--- config.mk ---
export PLATFORM = sky130hd
export DESIGN_NAME = ofdm_frame_power_scaler_unit
export DESIGN_NICKNAME = d
export VERILOG_FILES = /design/src/rtl/ofs_pkg.sv /design/src/rtl/ofs_front.sv /design/src/rtl/ofs_queue.sv /design/src/rtl/ofs_back.sv /design/src/rtl/ofdm_frame_power_scaler_unit.sv
export SDC_FILE = /design/constraint.sdc
export NUM_CORES = 2
export LEC_CHECK = 0
export BUFFER_PORTS_ARGS = -buffer_cell sky130_fd_sc_hd__buf_4
export CAP_MARGIN = 20
export CORE_ASPECT_RATIO = 0.6
export CORE_MARGIN = 5
export CORE_UTILIZATION = 38
export CTS_CLUSTER_SIZE = 28
export DETAILED_ROUTE_END_ITERATION = 10
export HOLD_SLACK_MARGIN = 0.12
export MAX_ROUTING_LAYER = met4
export PLACE_DENSITY_LB_ADDON = 0.25
export SYNTH_ARGS = -nofsm -noshare
export SYNTH_HDL_FRONTEND = slang
export SYNTH_SLANG_ARGS = --single-unit
--- constraint.sdc ---
create_clock -name clock -period 7.15 [get_ports clock]
set_clock_uncertainty 0.15 [all_clocks]
set_input_delay 0.715 -clock clock [delete_from_list [all_inputs] [get_ports clock]]
set_output_delay 0.715 -clock clock [all_outputs]
set_load 0.1 [all_outputs]
--- src/rtl/ofs_pkg.sv ---
// Shared types, constants and register codes for the OFDM frame power scaler.
package ofs_pkg;

   // Sample and gain formats
   localparam int SAMPLE_W  = 16;
   localparam int GAIN_W    = 16;
   localparam int FRAC_BITS = 12;
   localparam int PROD_W    = SAMPLE_W + GAIN_W;

   // Symbol geometry
   localparam int MAX_SYMBOL_LENGTH = 4096;
   localparam int LEN_W    = 13;
   localparam int SAMPLE_CNT_W = $clog2(MAX_SYMBOL_LENGTH);
   localparam int SYMBOL_CNT_W = 16;

   // Configuration port
   localparam int CSR_INDEX_W = 4;
   localparam int CSR_DATA_W  = 16;

   // Queue between front and back; depth must be a power of two
   localparam int QUEUE_DEPTH = 4;
   localparam int QPTR_W      = $clog2(QUEUE_DEPTH);
   localparam int QCNT_W      = $clog2(QUEUE_DEPTH + 1);

   // Unity gain in Q3.12, used for silence so it passes unchanged
   localparam logic signed [GAIN_W-1:0] UNITY_GAIN = GAIN_W'(1 << FRAC_BITS);

   // Register indexes
   localparam logic [CSR_INDEX_W-1:0] REG_SYMBOL_LENGTH    = 4'd0;
   localparam logic [CSR_INDEX_W-1:0] REG_PREAMBLE_GAIN    = 4'd1;
   localparam logic [CSR_INDEX_W-1:0] REG_PILOT_GAIN       = 4'd2;
   localparam logic [CSR_INDEX_W-1:0] REG_DATA_GAIN        = 4'd3;
   localparam logic [CSR_INDEX_W-1:0] REG_PREAMBLE_SYMBOLS = 4'd4;
   localparam logic [CSR_INDEX_W-1:0] REG_PILOT_SYMBOLS    = 4'd5;
   localparam logic [CSR_INDEX_W-1:0] REG_DATA_SYMBOLS     = 4'd6;
   localparam logic [CSR_INDEX_W-1:0] REG_SILENCE_SYMBOLS  = 4'd7;

   // Frame sections
   typedef enum logic [1:0] {
      SEC_PREAMBLE = 2'd0,
      SEC_PILOT    = 2'd1,
      SEC_DATA     = 2'd2,
      SEC_SILENCE  = 2'd3
   } section_type;

   // Configuration register set
   typedef struct packed {
      logic [LEN_W-1:0]         symbol_length;
      logic signed [GAIN_W-1:0] preamble_gain;
      logic signed [GAIN_W-1:0] pilot_gain;
      logic signed [GAIN_W-1:0] data_gain;
      logic [7:0]               preamble_symbols;
      logic [7:0]               pilot_symbols;
      logic [15:0]              data_symbols;
      logic [7:0]               silence_symbols;
   } cfg_type;

   // One classified sample travelling from front to back
   typedef struct packed {
      logic signed [SAMPLE_W-1:0] sample_re;
      logic signed [SAMPLE_W-1:0] sample_im;
      logic signed [GAIN_W-1:0]   gain;
      section_type                section;
      logic                       symbol_end;
   } entry_type;

endpackage

--- src/rtl/ofs_front.sv ---
// Front part: frame section tracking, symbol counters and gain selection per sample.
module ofs_front
   import ofs_pkg::*;
(
   input  logic                       clock,
   input  logic                       reset,
   input  cfg_type                    cfg,
   input  logic                       accept,
   input  logic signed [SAMPLE_W-1:0] sample_re,
   input  logic signed [SAMPLE_W-1:0] sample_im,
   output entry_type                  entry
);

   section_type             frame_section_ff, frame_section_in;
   logic [SYMBOL_CNT_W-1:0] symbol_counter_ff, symbol_counter_in;
   logic [SAMPLE_CNT_W-1:0] sample_counter_ff, sample_counter_in;

   section_type             sec;
   logic [SYMBOL_CNT_W-1:0] sym_base;
   logic [LEN_W-1:0]        len_eff;
   logic                    sec_done;
   logic                    sym_end;

   // Symbols in a section; preamble and pilot never count as empty
   function automatic logic [SYMBOL_CNT_W-1:0] section_count(section_type s, cfg_type c);
      logic [SYMBOL_CNT_W-1:0] n;
      unique case (s)
         SEC_PREAMBLE: n = (c.preamble_symbols == 8'd0) ? SYMBOL_CNT_W'(1)
                                                        : SYMBOL_CNT_W'(c.preamble_symbols);
         SEC_PILOT:    n = (c.pilot_symbols == 8'd0) ? SYMBOL_CNT_W'(1)
                                                     : SYMBOL_CNT_W'(c.pilot_symbols);
         SEC_DATA:     n = c.data_symbols;
         SEC_SILENCE:  n = SYMBOL_CNT_W'(c.silence_symbols);
         default:      n = SYMBOL_CNT_W'(1);
      endcase
      return n;
   endfunction

   function automatic section_type next_section(section_type s);
      section_type n;
      unique case (s)
         SEC_PREAMBLE: n = SEC_PILOT;
         SEC_PILOT:    n = SEC_DATA;
         SEC_DATA:     n = SEC_SILENCE;
         SEC_SILENCE:  n = SEC_PREAMBLE;
         default:      n = SEC_PREAMBLE;
      endcase
      return n;
   endfunction

   // Section for this sample: end a finished section, then skip empty ones.
   // Only data and silence can be empty, so two skips reach preamble at worst.
   always_comb begin
      sec_done = symbol_counter_ff >= section_count(frame_section_ff, cfg);
      sec      = frame_section_ff;
      sym_base = symbol_counter_ff;
      if (sec_done) begin
         sec      = next_section(frame_section_ff);
         sym_base = '0;
         if (section_count(sec, cfg) == '0) sec = next_section(sec);
         if (section_count(sec, cfg) == '0) sec = next_section(sec);
      end
   end

   // Effective symbol length, clamped to 1..MAX_SYMBOL_LENGTH
   always_comb begin
      if (cfg.symbol_length == '0)
         len_eff = LEN_W'(1);
      else if (cfg.symbol_length > LEN_W'(MAX_SYMBOL_LENGTH))
         len_eff = LEN_W'(MAX_SYMBOL_LENGTH);
      else
         len_eff = cfg.symbol_length;
      sym_end = (LEN_W'(sample_counter_ff) + LEN_W'(1)) >= len_eff;
   end

   // Counter updates
   always_comb begin
      frame_section_in = sec;
      if (sym_end) begin
         sample_counter_in = '0;
         symbol_counter_in = sym_base + SYMBOL_CNT_W'(1);
      end else begin
         sample_counter_in = sample_counter_ff + SAMPLE_CNT_W'(1);
         symbol_counter_in = sym_base;
      end
   end

   always_ff @(posedge clock) begin
      if (reset) begin
         frame_section_ff  <= SEC_PREAMBLE;
         symbol_counter_ff <= '0;
         sample_counter_ff <= '0;
      end else if (accept) begin
         frame_section_ff  <= frame_section_in;
         symbol_counter_ff <= symbol_counter_in;
         sample_counter_ff <= sample_counter_in;
      end
   end

   // Classified beat toward the queue
   always_comb begin
      entry.sample_re  = sample_re;
      entry.sample_im  = sample_im;
      entry.section    = sec;
      entry.symbol_end = sym_end;
      case (sec)
         SEC_PREAMBLE: entry.gain = cfg.preamble_gain;
         SEC_PILOT:    entry.gain = cfg.pilot_gain;
         SEC_DATA:     entry.gain = cfg.data_gain;
         default:      entry.gain = UNITY_GAIN;
      endcase
   end

endmodule

--- src/rtl/ofs_queue.sv ---
// Short queue of classified beats between front and back.
module ofs_queue
   import ofs_pkg::*;
(
   input  logic      clock,
   input  logic      reset,
   input  logic      push,
   input  entry_type push_entry,
   input  logic      pop,
   output logic      full,
   output logic      head_valid,
   output entry_type head_entry
);

   entry_type         mem [QUEUE_DEPTH];
   logic [QPTR_W-1:0] wr_ptr_ff, rd_ptr_ff;
   logic [QCNT_W-1:0] count_ff;

   logic do_pop;

   assign do_pop     = pop && (count_ff != '0);
   assign full       = (count_ff == QCNT_W'(QUEUE_DEPTH));
   assign head_valid = (count_ff != '0);
   assign head_entry = mem[rd_ptr_ff];

   // Storage
   always_ff @(posedge clock) begin
      if (push) mem[wr_ptr_ff] <= push_entry;
   end

   // Pointers and fill count; pointers wrap at the power-of-two depth
   always_ff @(posedge clock) begin
      if (reset) begin
         wr_ptr_ff <= '0;
         rd_ptr_ff <= '0;
         count_ff  <= '0;
      end else begin
         if (push)   wr_ptr_ff <= wr_ptr_ff + QPTR_W'(1);
         if (do_pop) rd_ptr_ff <= rd_ptr_ff + QPTR_W'(1);
         if (push && !do_pop)      count_ff <= count_ff + QCNT_W'(1);
         else if (!push && do_pop) count_ff <= count_ff - QCNT_W'(1);
      end
   end

endmodule

--- src/rtl/ofs_back.sv ---
// Back part: gain multiply, round-half-up and saturation, with the output register.
module ofs_back
   import ofs_pkg::*;
(
   input  logic                       clock,
   input  logic                       reset,
   input  logic                       head_valid,
   input  entry_type                  head_entry,
   output logic                       pop,
   output logic                       rsp_valid,
   input  logic                       rsp_stall,
   output logic signed [SAMPLE_W-1:0] rsp_scaled_re,
   output logic signed [SAMPLE_W-1:0] rsp_scaled_im,
   output logic [1:0]                 rsp_section,
   output logic                       rsp_symbol_end
);

   localparam int RND_W = PROD_W + 1;
   localparam int Q_W   = RND_W - FRAC_BITS;
   localparam logic signed [RND_W-1:0] ROUND_BIAS = RND_W'(1 << (FRAC_BITS - 1));
   localparam logic signed [Q_W-1:0]   Q_MAX = Q_W'((1 << (SAMPLE_W - 1)) - 1);
   localparam logic signed [Q_W-1:0]   Q_MIN = -Q_MAX - Q_W'(1);

   logic                     a_valid_ff;
   logic signed [PROD_W-1:0] prod_re_ff, prod_re_in;
   logic signed [PROD_W-1:0] prod_im_ff, prod_im_in;
   section_type              a_section_ff;
   logic                     a_end_ff;

   logic                       rsp_valid_ff;
   logic signed [SAMPLE_W-1:0] scaled_re_ff, scaled_re_in;
   logic signed [SAMPLE_W-1:0] scaled_im_ff, scaled_im_in;
   section_type                section_ff;
   logic                       symbol_end_ff;

   logic out_free;
   logic a_en;

   // Add half an LSB, floor shift, clamp to the sample range
   function automatic logic signed [SAMPLE_W-1:0] round_sat(logic signed [PROD_W-1:0] p);
      logic signed [RND_W-1:0] sum;
      logic signed [Q_W-1:0]   q;
      logic signed [SAMPLE_W-1:0] r;
      sum = {p[PROD_W-1], p} + ROUND_BIAS;
      q   = sum[RND_W-1:FRAC_BITS];
      if (q > Q_MAX)
         r = Q_MAX[SAMPLE_W-1:0];
      else if (q < Q_MIN)
         r = Q_MIN[SAMPLE_W-1:0];
      else
         r = q[SAMPLE_W-1:0];
      return r;
   endfunction

   // Pipeline advance
   assign out_free = !rsp_valid_ff || !rsp_stall;
   assign a_en     = !a_valid_ff || out_free;
   assign pop      = a_en && head_valid;

   always_comb begin
      prod_re_in   = head_entry.sample_re * head_entry.gain;
      prod_im_in   = head_entry.sample_im * head_entry.gain;
      scaled_re_in = round_sat(prod_re_ff);
      scaled_im_in = round_sat(prod_im_ff);
   end

   // Valid bits
   always_ff @(posedge clock) begin
      if (reset) begin
         a_valid_ff   <= 1'b0;
         rsp_valid_ff <= 1'b0;
      end else begin
         if (a_en)     a_valid_ff   <= head_valid;
         if (out_free) rsp_valid_ff <= a_valid_ff;
      end
   end

   // Payload: product stage, then output register
   always_ff @(posedge clock) begin
      if (a_en) begin
         prod_re_ff   <= prod_re_in;
         prod_im_ff   <= prod_im_in;
         a_section_ff <= head_entry.section;
         a_end_ff     <= head_entry.symbol_end;
      end
      if (out_free) begin
         scaled_re_ff  <= scaled_re_in;
         scaled_im_ff  <= scaled_im_in;
         section_ff    <= a_section_ff;
         symbol_end_ff <= a_end_ff;
      end
   end

   assign rsp_valid      = rsp_valid_ff;
   assign rsp_scaled_re  = scaled_re_ff;
   assign rsp_scaled_im  = scaled_im_ff;
   assign rsp_section    = section_ff;
   assign rsp_symbol_end = symbol_end_ff;

endmodule

--- src/rtl/ofdm_frame_power_scaler_unit.sv ---
// Top level of the OFDM frame power scaler: configuration registers, front, queue and back.
//
// Scales a stream of complex samples by the gain of the frame section each sample falls in
// (preamble, pilot, data; silence passes unchanged), with round-half-up and saturation to 16
// bits, and tags every result with its section and an end-of-symbol flag. One sample is
// accepted and one result delivered per clock when the output side does not stall. A result
// is offered once its sample has passed the queue write at the accepting edge, the product
// register and the output register. A four-beat queue decouples the front from the multiply
// pipeline, so req_stall rises only once four beats are waiting behind a stalled output.
// Configuration writes take effect at once and should be made only while no samples are in
// flight.
module ofdm_frame_power_scaler_unit
   import ofs_pkg::*;
(
   input  logic                       clock,
   input  logic                       reset,
   input  logic                       req_valid,
   output logic                       req_stall,
   input  logic signed [SAMPLE_W-1:0] req_sample_re,
   input  logic signed [SAMPLE_W-1:0] req_sample_im,
   output logic                       rsp_valid,
   input  logic                       rsp_stall,
   output logic signed [SAMPLE_W-1:0] rsp_scaled_re,
   output logic signed [SAMPLE_W-1:0] rsp_scaled_im,
   output logic [1:0]                 rsp_section,
   output logic                       rsp_symbol_end,
   input  logic                       csr_write,
   input  logic [CSR_INDEX_W-1:0]     csr_index,
   input  logic [CSR_DATA_W-1:0]      csr_wdata
);

   cfg_type   cfg_ff;
   logic      accept;
   logic      q_full;
   logic      q_pop;
   logic      q_head_valid;
   entry_type front_entry;
   entry_type q_head_entry;

   // Configuration registers; unknown indexes are ignored
   always_ff @(posedge clock) begin
      if (reset) begin
         cfg_ff.symbol_length    <= LEN_W'(64);
         cfg_ff.preamble_gain    <= UNITY_GAIN;
         cfg_ff.pilot_gain       <= UNITY_GAIN;
         cfg_ff.data_gain        <= UNITY_GAIN;
         cfg_ff.preamble_symbols <= 8'd1;
         cfg_ff.pilot_symbols    <= 8'd1;
         cfg_ff.data_symbols     <= 16'd1;
         cfg_ff.silence_symbols  <= 8'd0;
      end else if (csr_write) begin
         unique case (csr_index)
            REG_SYMBOL_LENGTH:    cfg_ff.symbol_length    <= csr_wdata[LEN_W-1:0];
            REG_PREAMBLE_GAIN:    cfg_ff.preamble_gain    <= csr_wdata[GAIN_W-1:0];
            REG_PILOT_GAIN:       cfg_ff.pilot_gain       <= csr_wdata[GAIN_W-1:0];
            REG_DATA_GAIN:        cfg_ff.data_gain        <= csr_wdata[GAIN_W-1:0];
            REG_PREAMBLE_SYMBOLS: cfg_ff.preamble_symbols <= csr_wdata[7:0];
            REG_PILOT_SYMBOLS:    cfg_ff.pilot_symbols    <= csr_wdata[7:0];
            REG_DATA_SYMBOLS:     cfg_ff.data_symbols     <= csr_wdata[15:0];
            REG_SILENCE_SYMBOLS:  cfg_ff.silence_symbols  <= csr_wdata[7:0];
            default: ;
         endcase
      end
   end

   // Input handshake
   assign req_stall = q_full;
   assign accept    = req_valid && !q_full;

   ofs_front u_front (
      .clock     (clock),
      .reset     (reset),
      .cfg       (cfg_ff),
      .accept    (accept),
      .sample_re (req_sample_re),
      .sample_im (req_sample_im),
      .entry     (front_entry)
   );

   ofs_queue u_queue (
      .clock      (clock),
      .reset      (reset),
      .push       (accept),
      .push_entry (front_entry),
      .pop        (q_pop),
      .full       (q_full),
      .head_valid (q_head_valid),
      .head_entry (q_head_entry)
   );

   ofs_back u_back (
      .clock          (clock),
      .reset          (reset),
      .head_valid     (q_head_valid),
      .head_entry     (q_head_entry),
      .pop            (q_pop),
      .rsp_valid      (rsp_valid),
      .rsp_stall      (rsp_stall),
      .rsp_scaled_re  (rsp_scaled_re),
      .rsp_scaled_im  (rsp_scaled_im),
      .rsp_section    (rsp_section),
      .rsp_symbol_end (rsp_symbol_end)
   );

endmodule

==> run_results.csv <==
group,metric,value,unit
status,outcome,"finished clean",
placement,dp_hpwl,78260,um
logic_synthesis,synth-seq-cells,426,
flow_run,max_cap_violations,0,
clock_network,cts_made_buffers,44,
global_route,grt_first_pass_wirelength,157600,um
critical_path,regToRegSetupSlack,90,ps
timing,rsz0062_at_grt,"yes",
global_route,antenna_found_initial,7,
logic_synthesis,avgSynthCellArea,10.12,sq um
final_layout,layout_commonest_cell,"inv_1",
die,row_count,88,
final_layout,final_nets,4704,
logic_synthesis,async_flop_share,0,%
detailed_routing,via_per_inst,4.977,
clock_network,cts_buffer_depth,3,
die,initial_utilization,38.51,%
clock_network,path_clk_slew,70,ps
detailed_routing,first_pass_iters,6,
placement,dpl_cell_area,40900,sq um
logic_synthesis,synthFlopType,"edfxtp_1",
logic_synthesis,netlist_area,37230,sq um
timing,fin_crit_sh,98.78,%
timing,setup_viol_count_final,0,
detailed_routing,wirelength,100700,um
clock_network,cts.sinks,426,
worst_hold_path,min_path_type,"input pin to flop",
critical_path,crit_fanout,10,
die,dieArea,104500,sq um
logic_synthesis,synth_cell_type_count,82,
placement,port_buffers,93,
detailed_routing,ant_nets,0,
clock_network,clk_latency,610,ps
logic_synthesis,seq_area_frac_synth,30.54,%
die,ios,94,
critical_path,critPathLaunchType,"flop",
critical_path,end_kind,"flop",
clock_network,cts_tree,"built",
logic_synthesis,synthCells,3679,
timing,fmax,141.6,MHz
final_layout,regArea,11380,sq um
final_layout,num-fill-cells,9232,
logic_synthesis,synth_edf_count,284,
global_route,grt_pass1_vias,26670,
logic_synthesis,syn_nets,4463,
timing,fin_crit,7063,ps
timing,max_slew_margin,31.52,%
die,core_area,96670,sq um
final_layout,areaGrowthSynthToFinish,15.92,%
final_layout,mostFrequentLayoutCells,"inv_1, nand2_1, fa_1",
final_layout,multi_input_area,23230,sq um
detailed_routing,vias,26211,
final_layout,fin_util,44.64,%
global_route,gr-total-overflow,0,
clock_network,htreeDepth,2,
timing,tightest_slew,1025,ps
timing,hold_viol,0,
placement,gp_congestion,0.9490,
detailed_routing,drt_iter0_drc,2467,
global_route,grt_start_max_net_pins,82,
critical_path,critical_path_class,"flop to flop",
final_layout,drive_gt1_share,14.51,%
die,fp.dieH,252.4,um
critical_path,critPathRequiredTime,7350,ps
critical_path,critPathArrivalTime,7270,ps
die,die_width,414.1,um
detailed_routing,routedWlPerCell,19.12,um
logic_synthesis,yosysWarnings,0,
detailed_routing,drc,0,
global_route,grt.total_usage,19.88,%
clock_network,cts-root-buf,"clkbuf_16",
final_layout,fin_area,43150,sq um
timing,finalMaxSlewViolations,0,
## final cells by class
cell class	instances	share of cell area, %
repair buffers	344	6.947
multi-input cells	2473	53.83
well taps	1305	3.784
clock buffers	58	2.841
inverters	631	5.489
clock inverters	24	0.7075
diodes	5	0.02899
flip-flops and latches	426	26.37
## critical path, stage by stage, from the launching register on
cell	delay, ps
dfxtp_4	440
buf_12	170
buf_4	130
mux4_2	360
buf_12	170
buf_4	150
nand2_1	120
inv_2	70
fa_2	630
buf_4	140
fa_1	430
fa_1	530
fa_1	440
fa_1	540
inv_1	50
fa_1	530
inv_1	40
ha_1	310
a21oi_2	150
o21bai_1	80
a21o_1	190
a21o_1	170
a21o_1	200
a221o_1	390
a21oi_2	160
xnor2_1	80
## per-layer routing
metal / up-vias / track usage, % / share of wire (%)
li1: 12294 / - / -
met1: 12898 / 29.60 / 49
met2: 920 / 27.35 / 40
met3: 99 / 5.497 / 9.8
met4: 0 / 3.140 / 1.6
met5: - / - / 0
## flip-flops by register name, summed over array words and instances (netlist names), named ones only
signal	count
u_queue.mem	204
cfg_ff	101
u_back.prod_im_ff	21
u_back.prod_re_ff	21
u_back.rsp_scaled_im	16
u_back.rsp_scaled_re	16
u_front.symbol_counter_ff	16
u_front.sample_counter_ff	12
u_queue.count_ff	3
u_back.a_section_ff	2
u_back.rsp_section	2
u_front.frame_section_ff	2
u_queue.rd_ptr_ff	2
u_queue.wr_ptr_ff	2
u_back.a_end_ff	1
u_back.a_valid_ff	1
u_back.rsp_symbol_end	1
u_back.rsp_valid	1
## Yosys cell counts, drive strengths merged (35+ instances only)
master / instances / area (sq um)
inv: 631 / 2369
nand2: 531 / 1993
fa: 523 / 10470
nor2: 302 / 1134
edfxtp: 284 / 8528
ha: 204 / 2552
a21oi: 151 / 767.0
dfxtp: 142 / 2843
clkbuf: 125 / 469.2
o21ai: 104 / 524.3
mux2i: 79 / 803.3
xnor2: 61 / 534.3
nand3: 54 / 270.3
and2: 42 / 265.3
mux2: 42 / 476.7
o21a: 41 / 307.8
xor2: 41 / 359.1
a21o: 35 / 262.8
## cells by family (layout without fill, tap and decap cells)
logic type               after synthesis  in the layout  share of synthesized area [%]
adder cells (fa/ha/maj)              727            727                          34.98
XOR/XNOR                             102            102                          2.400
flip-flops                           426            426                          30.54
other                                  0              5                              0
AO/OA/AOI/OAI                        432            432                          7.246
AND/OR/NAND/NOR                     1072           1072                          12.30
buffers and inverters                780           1057                          7.942
multiplexers                         140            140                          4.588
## metrics by stage
stage | hold WS [ps] | worst slack (ps) | instances | TNS (ps)
after floorplan | 250.3 | 0.4490 | 3679 | 0
after global placement | 258.2 | 35.02 | 5138 | 0
after detailed placement | 262.7 | -26.32 | 5139 | -51.15
after CTS | 121.4 | 4.062 | 5223 | 0
after global routing | 125.8 | -132.4 | 5264 | -342.1
final | 157.6 | 87.43 | 5266 | 0
## timing repair
item                                   CTS  global route
gates resized for setup                  7            93
endpoints found under the hold margin    7             0
buffers inserted                         0            35
hold buffers                             2             0
cloned                                   0             2
setup endpoints to repair                5            21
pin swaps                                0            24
## final timing paths
path | from | endpoint | depth (start not counted)
worst max-delay path | flop | u_back.prod_im_ff[28]$_DFFE_PN_ | 25
worst min-delay path | req_sample_re[8] | u_queue.mem[0][43]$_DFFE_PP_ | 1
worst min register to register | u_back.a_end_ff$_DFFE_PN_ | u_back.rsp_symbol_end$_DFFE_PP_ | 0
worst max register to register | flop | u_back.prod_im_ff[28]$_DFFE_PN_ | 25
Power is left out: the tool's default activity adds up to more than one toggle a clock period on the data nets, which glitch-free logic cannot reach.
